**src/hw/rtl/psss_div.sv**
```systemverilog
// Restoring divider, 64-bit dividend by 32-bit divisor, two quotient bits per cycle.
// Works over the whole dividend and gives the low 32 bits of the quotient.
// The divisor must be non-zero.
module psss_div
(
    input  logic        clk,
    input  logic        rst_n,
    input  logic        start,
    input  logic [63:0] dividend,
    input  logic [31:0] divisor,
    output logic        done,
    output logic [31:0] quotient
);

    logic        busy_reg;
    logic [4:0]  cnt_reg;
    logic        done_reg;
    logic [31:0] rem_reg;
    logic [63:0] quo_reg;
    logic [31:0] dvs_reg;

    logic [32:0] shift_a;
    logic [32:0] trial_a;
    logic        fit_a;
    logic [31:0] rem_a;
    logic [32:0] shift_b;
    logic [32:0] trial_b;
    logic        fit_b;
    logic [31:0] rem_b;

    // First restoring step of the cycle
    assign shift_a = {rem_reg, quo_reg[63]};
    assign trial_a = shift_a - {1'b0, dvs_reg};
    assign fit_a   = (shift_a >= {1'b0, dvs_reg});
    assign rem_a   = fit_a ? trial_a[31:0] : shift_a[31:0];

    // Second restoring step of the cycle
    assign shift_b = {rem_a, quo_reg[62]};
    assign trial_b = shift_b - {1'b0, dvs_reg};
    assign fit_b   = (shift_b >= {1'b0, dvs_reg});
    assign rem_b   = fit_b ? trial_b[31:0] : shift_b[31:0];

    always_ff @(posedge clk or negedge rst_n)
    begin
        if (!rst_n)
        begin
            busy_reg <= 1'b0;
            cnt_reg  <= '0;
            done_reg <= 1'b0;
            rem_reg  <= '0;
            quo_reg  <= '0;
            dvs_reg  <= '0;
        end
        else
        begin
            done_reg <= 1'b0;
            if (start && !busy_reg)
            begin
                busy_reg <= 1'b1;
                cnt_reg  <= '0;
                rem_reg  <= '0;
                quo_reg  <= dividend;
                dvs_reg  <= divisor;
            end
            else if (busy_reg)
            begin
                rem_reg <= rem_b;
                quo_reg <= {quo_reg[61:0], fit_a, fit_b};
                cnt_reg <= cnt_reg + 5'd1;
                if (cnt_reg == 5'd31)
                begin
                    busy_reg <= 1'b0;
                    done_reg <= 1'b1;
                end
            end
        end
    end

    assign done     = done_reg;
    assign quotient = quo_reg[31:0];

endmodule

```
**config.mk**
```make
export PLATFORM = sky130hd
export DESIGN_NAME = psss_div
export DESIGN_NICKNAME = d
export VERILOG_FILES = /design/src/hw/rtl/psss_div.sv
export SDC_FILE = /design/constraint.sdc
export NUM_CORES = 1
export LEC_CHECK = 0
export ABC_AREA = 1
export CAP_MARGIN = 20
export CORE_MARGIN = 2
export CORE_UTILIZATION = 43
export CTS_CLUSTER_SIZE = 8
export DETAILED_ROUTE_END_ITERATION = 16
export DONT_BUFFER_PORTS = 1
export SYNTH_ARGS = -nofsm -noshare
export SYNTH_HDL_FRONTEND = slang
export SYNTH_SLANG_ARGS = --single-unit
```
**constraint.sdc**
```tcl
create_clock -name clk -period 4.3 [get_ports clk]
set_clock_uncertainty 0.15 [all_clocks]
set_input_delay 0.645 -clock clk [delete_from_list [all_inputs] [get_ports clk]]
set_output_delay 0.645 -clock clk [all_outputs]
set_load 0.03 [all_outputs]
```
Yosys cells after proc, flatten, opt, wreduce, memory -nomap -nowiden:

Cells that the tools add are included.

* register bits: 135
* input bits: 99
* word-level logic and storage cells: 29

* $add $sub $neg: 3
* order comparisons: 2
* equal/unequal tests: 1
* mux-type cells: 14
* reductions and logical operators: 3

Operators with widths (number)
* 32-bit two-way mux: 4
* 64-bit two-way mux: 2
* 33-bit by 32-bit >= comparator with 1-bit output: 2
* 32-bit subtractor: 2
* 5-bit two-way mux: 2
* 1-bit two-way mux: 6
* 5-bit by 1-bit adder with 5-bit output (second input constant): 1
* 5-bit == test (second input constant): 1
* 2-bit nonzero test: 1
* 1-bit logical AND: 1
* 1-bit zero test: 1

Longest topological paths before layout:

Gate-level depths: netlist (run 1).

* word-level depth: 6
* depth in mapped cells: 31
* mapped depth without buffers: 30

Worst setup path after synthesis (run 1):

OpenSTA, ideal clock, no wires.

* path type: register -> register
* start: register rem_reg[22]
* end: register rem_reg[0]
* setup time: 0.069 ns
* data arrival time: 3.593 ns
* required time: 4.081 ns
* slack: 0.488 ns
* stages on the path, launching flop included: 23
* path buffers: 2
* clock period less this slack: 3.812 ns
* cell sequence: dfrtp_1 > ha_1 > nand2_1 > inv_1 > a21oi_1 > nand2_1 > a21oi_1 > nand3_1 > nor2_4 > buf_6 > nand2_1 > o21ai_0 > ha_1 > a21oi_1 > inv_1 > a31oi_1 > o21ai_0 > a21oi_1 > nand2_1 > nand2_1 > clkbuf_1 > nand4_1 > nand3_1

* longest elaborated chain between the ends: 6
* elaborated cells on any way between the ends: 7
* classes of those cells: add/sub (1); order compare (2); mux (4)

RTL lines
* start: declaration: RTL line 18 `logic [31:0] rem_reg;`
* start signal: assignment: RTL line 67 `rem_reg <= rem_b;`
* 32-bit subtractor / 33-bit by 32-bit >= comparator with 1-bit output (equally long branches): RTL line 33, 34
* 32-bit two-way mux (*): RTL line 35 `assign rem_a = fit_a ? trial_a[31:0] : shift_a[31:0];`
* 33-bit by 32-bit >= comparator with 1-bit output (*): RTL line 40 `assign fit_b = (shift_b >= {1'b0, dvs_reg});`
* 32-bit two-way mux (*): RTL line 41 `assign rem_b = fit_b ? trial_b[31:0] : shift_b[31:0];`
* 32-bit two-way mux (*): RTL line 65 `else if (busy_reg)`
* 32-bit two-way mux (*): RTL line 57 `if (start && !busy_reg)`

Every way passes the cells marked *; elsewhere a longest branch is shown, timed or not. The select of a mux whose other input is x is not followed.
A chain may end at the register's enable or synchronous reset.

Final worst setup path (run 1):

* start: register rem_reg[10]
* end: register rem_reg[25]

* longest elaborated chain between the ends: 6
* elaborated cells on any way between the ends: 8
* classes of those cells: add/sub (2); order compare (2); mux (4)

RTL lines (RTL line)
* 32-bit subtractor / 33-bit by 32-bit >= comparator with 1-bit output (equally long branches): 33, 34
* 32-bit two-way mux (*): 35
* 32-bit subtractor / 33-bit by 32-bit >= comparator with 1-bit output (equally long branches): 39, 40
* 32-bit two-way mux (*): 41
* 32-bit two-way mux (*): 65
* 32-bit two-way mux (*): 57

Marked as above.

==> results of run 1 <==
final timing paths:
kind | start | to | slack, ns | cells after the start
max in group asynchronous | rst_n | busy_reg | 3.28 | 1
min in group clk | dividend[55] | quo_reg[55] | 0.17 | 2
min | rst_n | dvs_reg[25] | -0.03 | 1
max reg2reg | rem_reg[10] | rem_reg[25] | 0.15 | 24
max | rem_reg[10] | rem_reg[25] | 0.15 | 24
min reg2reg | quo_reg[39] | quo_reg[41] | 0.34 | 2
cell families after synthesis:
family / share of synthesized area (%)
AO/OA/AOI/OAI: 12.2
XOR/XNOR: 3.46
adder cells (fa/ha/maj): 8.14
buffers and inverters: 10.7
flip-flops: 31.8
AND/OR/NAND/NOR: 33.7
area by class of cell:
class | count | area share, %
clock buffer | 19 | 3.39
sequential | 135 | 26.0
timing repair buffer | 137 | 9.07
tap | 324 | 3.11
clock inverter | 13 | 1.04
inverter | 169 | 4.88
multi-input combinational | 1158 | 52.5
Yosys cell counts (2+ instances only):
library cell  number
a21o_1             6
nor3_1             9
buf_6              8
nor3_2             3
buf_1              5
ha_1              66
o221ai_1           6
nand3b_1          21
dfrtp_1          135
a21boi_0           2
inv_1            164
a31oi_1            4
nand2_2            4
buf_4             35
a21oi_1           75
nand3_1          123
nand2_1          500
fa_1               2
xor2_1            12
a22oi_1           17
nor4_1             6
o21ai_1            2
nand4_1           47
o21a_1             3
xnor2_1           30
o211ai_1          20
o21ai_0           73
nor2_2             4
a22o_1             2
inv_2              5
or2_2              4
nor2_1            97
and3_1             2
o21bai_1           8
nor2_4             3
clkbuf_1          35
stage by stage:
stage | hold WS [ns] | setup WS [ns] | TNS [ns] | util [%] | cells
5_1_grt | 0.0893 | -0.103 | -1.85 | 53.7 | 1955
3_5_place_dp | 0.204 | -0.133 | -3.55 | 47.7 | 1912
3_3_place_gp | 0.204 | -0.0744 | -1.48 | 47.7 | 1912
6_report | -0.0288 | 0.147 | 0 | 53.7 | 1955
2_1_floorplan | 0.199 | 0.488 | 0 | - | 1546
4_1_cts | 0.0780 | 0.0141 | 0 | 50.4 | 1946
repair_timing:
action	CTS	global route
pin swaps	2	22
endpoints found under the setup margin	33	33
hold buffers	1	0
cloned	0	2
endpoints found under the hold margin	135	0
buffers inserted	1	7
gates resized for setup	11	158
layer usage:
metal | routed length (um) | GRT usage [%]
met4 | 1070 | 9.62
met1 | 15700 | 37.7
met5 | 0 | 0
met3 | 2340 | 4.13
met2 | 16000 | 42.5
==> results by group, run 1 <==
Run status
  • Status: finished, violations left
  • Failing checks: negative hold slack

Layout
  • Antenna diodes: 0
  • FF+latch area: 3390 sq um
  • Commonest non-fill, non-tap cell in the layout: nand2_1
  • Synth-to-layout area growth: 22.7%
  • Nets@finish: 1,785
  • Most frequent cells in the layout: 484 x nand2_1, 157 x inv_1, 126 x buf_4, 124 x dfrtp_1, 116 x nand3_1
  • Fillers: between 2k and 2.5k
  • Max reg flops: 64
  • Finished Cell Area: 13,000 sq um
  • Share of cells above drive strength 1: 20.4%
  • Multi-input logic area: around 7000 sq um

Synth
  • Prevailing post-synth register cell: dfrtp_1
  • Yosys top cell area share: 31.8%
  • Number of flops mapped to enable cells by yosys: 0
  • Cell Area, Synth: 10,600 sq um
  • Largest cells by area after synthesis: dfrtp_1 32%, nand2_1 18%, ha_1 7.8%, inv_1 5.8%, nand3_1 5.8%
  • Synth Area per Inst: 6.88 sq um
  • Sequential share of the synthesized area: 31.8%
  • Count of cell types in the netlist: 44
  • Yosys warns: 0
  • Dominant cell type by area after synthesis: dfrtp_1
  • Synth Instances: roughly 1.5k
  • #FFs+latches synth: 135
  • Synthesized net count: 1,713
  • Async SR Flop Fraction: 100%

STA
  • Slew @ Worst Pin: 0.774 ns
  • Hold Slack: -0.0288 ns
  • Fin crit share: 96.6%
  • Final max-slew violation count: 0
  • Crit path time final: 4.15 ns
  • Fin. Hold Viols: 5
  • Normalized max-slew margin: 48.4%
  • Endpoints failing setup: 0
  • Highest clock rate: 241 MHz
  • RSZ-0062 raised after global routing: true

Route
  • Initial drt markers: roughly 730
  • DRT Wirelength: ~35,000 um
  • Drt pass-1 iters: 7
  • Vias: 10.7k
  • Wire length per cell: 18.0 um
  • Final ANT Viol Nets: 0
  • DR vias/cell: 5.46
  • # DRC: 0

Floorplan
  • Die Area: 26,000 sq um
  • Chip height: 161 um
  • Top Ports: 132
  • Width of the die: 161 um
  • FP Rows: 57
  • Initial Util: 43.7%
  • Core Area: 24,300 sq um

Clocking
  • Worst-path clk slew: 0.07 ns
  • CTS Buf Count: 17
  • Worst skew pair latency: 0.43 ns
  • Longest Clk Path Bufs: 2
  • # H-tree levels: 4
  • Root Buffer: clkbuf_16
  • TritonCTS clock tree: built
  • # clock sinks: about 140

Critical path
  • Worst path slowest cell: dfrtp_1
  • CP Launch Type: register
  • CP arrival: approximately 4.3 ns
  • Max Fanout on Critical Path: 10
  • Worst path bufs/invs: 6
  • Worst EP required: about 4.5 ns
  • Top delay family on crit path: simple AND/OR/NAND/NOR gates
  • CP Class: reg2reg
  • Worst path max stage delay: ~0.47 ns
  • CP Capture Type: register
  • CP Cell Sequence: ha_4 > nand2_1 > nor2_1 > nand2_1 > nor2_2 > nand3b_1 > inv_1 > nor2_4 > buf_4 > clkbuf_16 > nand2_1 > o21ai_1 > ha_1 > nand2_2 > nor2_2 > inv_1 > nor4_4 > a21oi_2 > buf_4 > o21ai_2 > nor2_4 > buf_4 > nand4_1 > nand3_1

Global routing
  • Initial antenna violation count: 0
  • Tot GR Track Use: 26.9%
  • First-pass GRT wire length: 55,000 um
  • Largest net degree at the start of global routing: roughly 140
  • Grt ovf: 0
  • Vias in the first global route: about 11k

Run
  • Max_cap viols: 0

Placement
  • Detailed placement HPWL: ~27,000 um
  • Final GP Congestion: 0.978
  • Dpl cell area: 11,600 sq um
  • PortBufs: 0

Min path
  • Hold WC Path Type: in2async
Power of run 1 is left out: the tool's default activity adds up to more than one toggle a clock period on the data nets, which glitch-free logic cannot reach.
==> run 2: changes to the inputs <==
- CELL_PAD_IN_SITES_DETAIL_PLACEMENT: default -> 0
- CELL_PAD_IN_SITES_GLOBAL_PLACEMENT: default -> 1
- CORE_UTILIZATION: 43 -> 30
- PLACE_DENSITY_LB_ADDON: default -> 0.1
==> results by group, run 2 (synthesis results as in run 1) <==
Critical path
  • CP Capture Type: register
  • Max Fanout on Critical Path: 10
  • CP arrival: 4.47 ns
  • CP Launch Type: register
  • Most used cell, CP: inv_1
  • Internal reg-to-reg setup slack: 0.06 ns
  • Crit. Startpoint: dvs_reg[29]
  • Worst r2r src: dvs_reg[29]
  • Worst path slowest cell: dfrtp_1
  • CP Class: reg2reg
  • Worst path max stage delay: 0.38 ns
  • Worst R2R End: rem_reg[25]
  • Worst EP required: 4.53 ns
  • R2R cell count: 23
  • CP endpoint: rem_reg[25]
  • CP Cell Sequence: inv_2 > ha_1 > buf_4 > nand2_1 > inv_1 > nand4_1 > nor2_1 > nand3b_1 > nand4_4 > buf_12 > or2_2 > nand2_1 > inv_1 > ha_4 > nand4_1 > nor4_4 > a21oi_2 > inv_1 > nor2_4 > nand3_4 > buf_12 > nand3_2 > nand3_2

Clocking
  • # H-tree levels: 4
  • TritonCTS clock tree: built
  • Longest Clk Path Bufs: 2
  • Root Buffer: clkbuf_16
  • # clock sinks: 135
  • Worst-path clk slew: about 0.070 ns
  • Worst skew pair latency: 0.45 ns
  • CTS Buf Count: 17

Layout
  • Synth-to-layout area growth: 43.1%
  • Max reg flops: 64
  • Nets@finish: 1,991
  • Share of cells above drive strength 1: 31.2%
  • Post-route insts no fill: between 2k and 2.5k
  • Antenna diodes: 0
  • Commonest non-fill, non-tap cell in the layout: nand2_1
  • Most frequent cells in the layout: 468 x nand2_1, 312 x buf_4, 158 x inv_1, 132 x dfrtp_1, 105 x nand3_1
  • Fin util: 43.8%

Run
  • Max_cap viols: 0

Placement
  • Detailed placement HPWL: 31,800 um
  • Inst Count DP: between 2k and 2.5k
  • PortBufs: 0
  • Final GP Congestion: 0.925

Run status
  • Status: finished clean

STA
  • Endpoints failing setup: 0
  • Slew @ Worst Pin: ~0.72 ns
  • Final max-slew violation count: 0
  • Crit path time final: 4.24 ns
  • RSZ-0062 raised after global routing: true
  • Normalized max-slew margin: 52.2%
  • Fin. Hold Viols: 0
  • Highest clock rate: 236 MHz
  • Fin crit share: 98.6%

Floorplan
  • Initial Util: 30.6%
  • Core Area: 34,700 sq um
  • Die Area: around 37,000 sq um
  • Chip height: 192 um
  • Top Ports: 132
  • Width of the die: approximately 190 um
  • FP Rows: between 60 and 70

Global routing
  • Grt ovf: 0
  • Largest net degree at the start of global routing: 136
  • Initial antenna violation count: 0
  • First-pass GRT wire length: 62,300 um
  • Tot GR Track Use: 22.3%
  • Vias in the first global route: around 11k

Route
  • Wire length per cell: 18.1 um
  • Vias: 11.1k
  • Drt pass-1 iters: 5
  • DRT Wirelength: 41,600 um
  • Initial drt markers: 610
  • DR vias/cell: between 4 and 5
  • # DRC: 0
  • Final ANT Viol Nets: 0

Min path
  • Hold WC Path Type: in2async
==> run 2: cell count changes in the layout (fill, tap and decap cells not counted), sizes merged <==
| cell | previous run | this run |
|---|---|---|
| clkinvlp | 4 | 2 |
| buf | 135 | 333 |
| inv | 176 | 179 |
| nor2 | 104 | 105 |
| clkinv | 1 | 2 |
| clkbuf | 21 | 26 |
==> run 2: timing repair <==
| action | CTS | global route |
|---|---|---|
| hold endpoints to repair | 135 | 0 |
| pin swaps | 10 | 73 |
| gates cloned | 1 | 11 |
| gates resized for setup | 43 | 180 |
| hold buffers | 1 | 0 |
| setup buffers | 2 | 25 |
| endpoints found under the setup margin | 33 | 33 |
==> run 2: through the flow <==
stage               setup WS [ns]  setup TNS, ns  cell area (sq um)  hold WS [ns]
CTS                       -0.0113        -0.0113              13900        0.0676
global placement           -0.341          -8.05              13100         0.204
floorplan                   0.488              0              10600         0.199
finish                     0.0585              0              15200        0.0450
global route               -0.155          -3.90              15200        0.0736
detailed placement         -0.336          -8.30              13100         0.206
==> run 2: critical path: cells and delay by family, from the launching register on <==
family	cells	cell delay, ns
AOI/OAI and AO/OA	1	0.10
and+or+nand+nor	13	2.11
adders and majority gates	2	0.56
buffers and inverters	7	0.85
DFF	1	0.38
==> run 2: area by class of cell <==
cell class | count | area, sq um
repair buffers | 342 | 2900
clock buffers | 17 | 425
flip-flops and latches | 135 | 3380
fillers | 3612 | 19500
clock inverters | 15 | 159
inverters | 169 | 637
well taps | 455 | 569
multi-input cells | 1159 | 7140
==> run 2: how the worst min path moves through the flow <==
| stage | slack, ns | end | cells after the start | startpoint |
|---|---|---|---|---|
| 2_1_floorplan | 0.20 | busy_reg | 0 | rst_n |
| 3_3_place_gp | 0.20 | quo_reg[45] | 0 | rst_n |
| 3_5_place_dp | 0.21 | quo_reg[47] | 0 | rst_n |
| 4_1_cts | 0.07 | quo_reg[47] | 1 | rst_n |
| 5_1_grt | 0.07 | quo_reg[43] | 1 | rst_n |
| 6_report | 0.04 | quo_reg[43] | 1 | rst_n |
==> run 2: per-layer routing <==
| metal | vias to the layer above | global-route usage (%) | part of all wire [%] |
|---|---|---|---|
| met2 | 259 | 35.8 | 47 |
| li1 | 5607 | - | - |
| met4 | 0 | 5.37 | 1.7 |
| met1 | 5200 | 30.9 | 47 |
| met3 | 38 | 4.31 | 4.7 |
| met5 | - | 0 | 0 |
Power of run 2 is left out for the same reason.
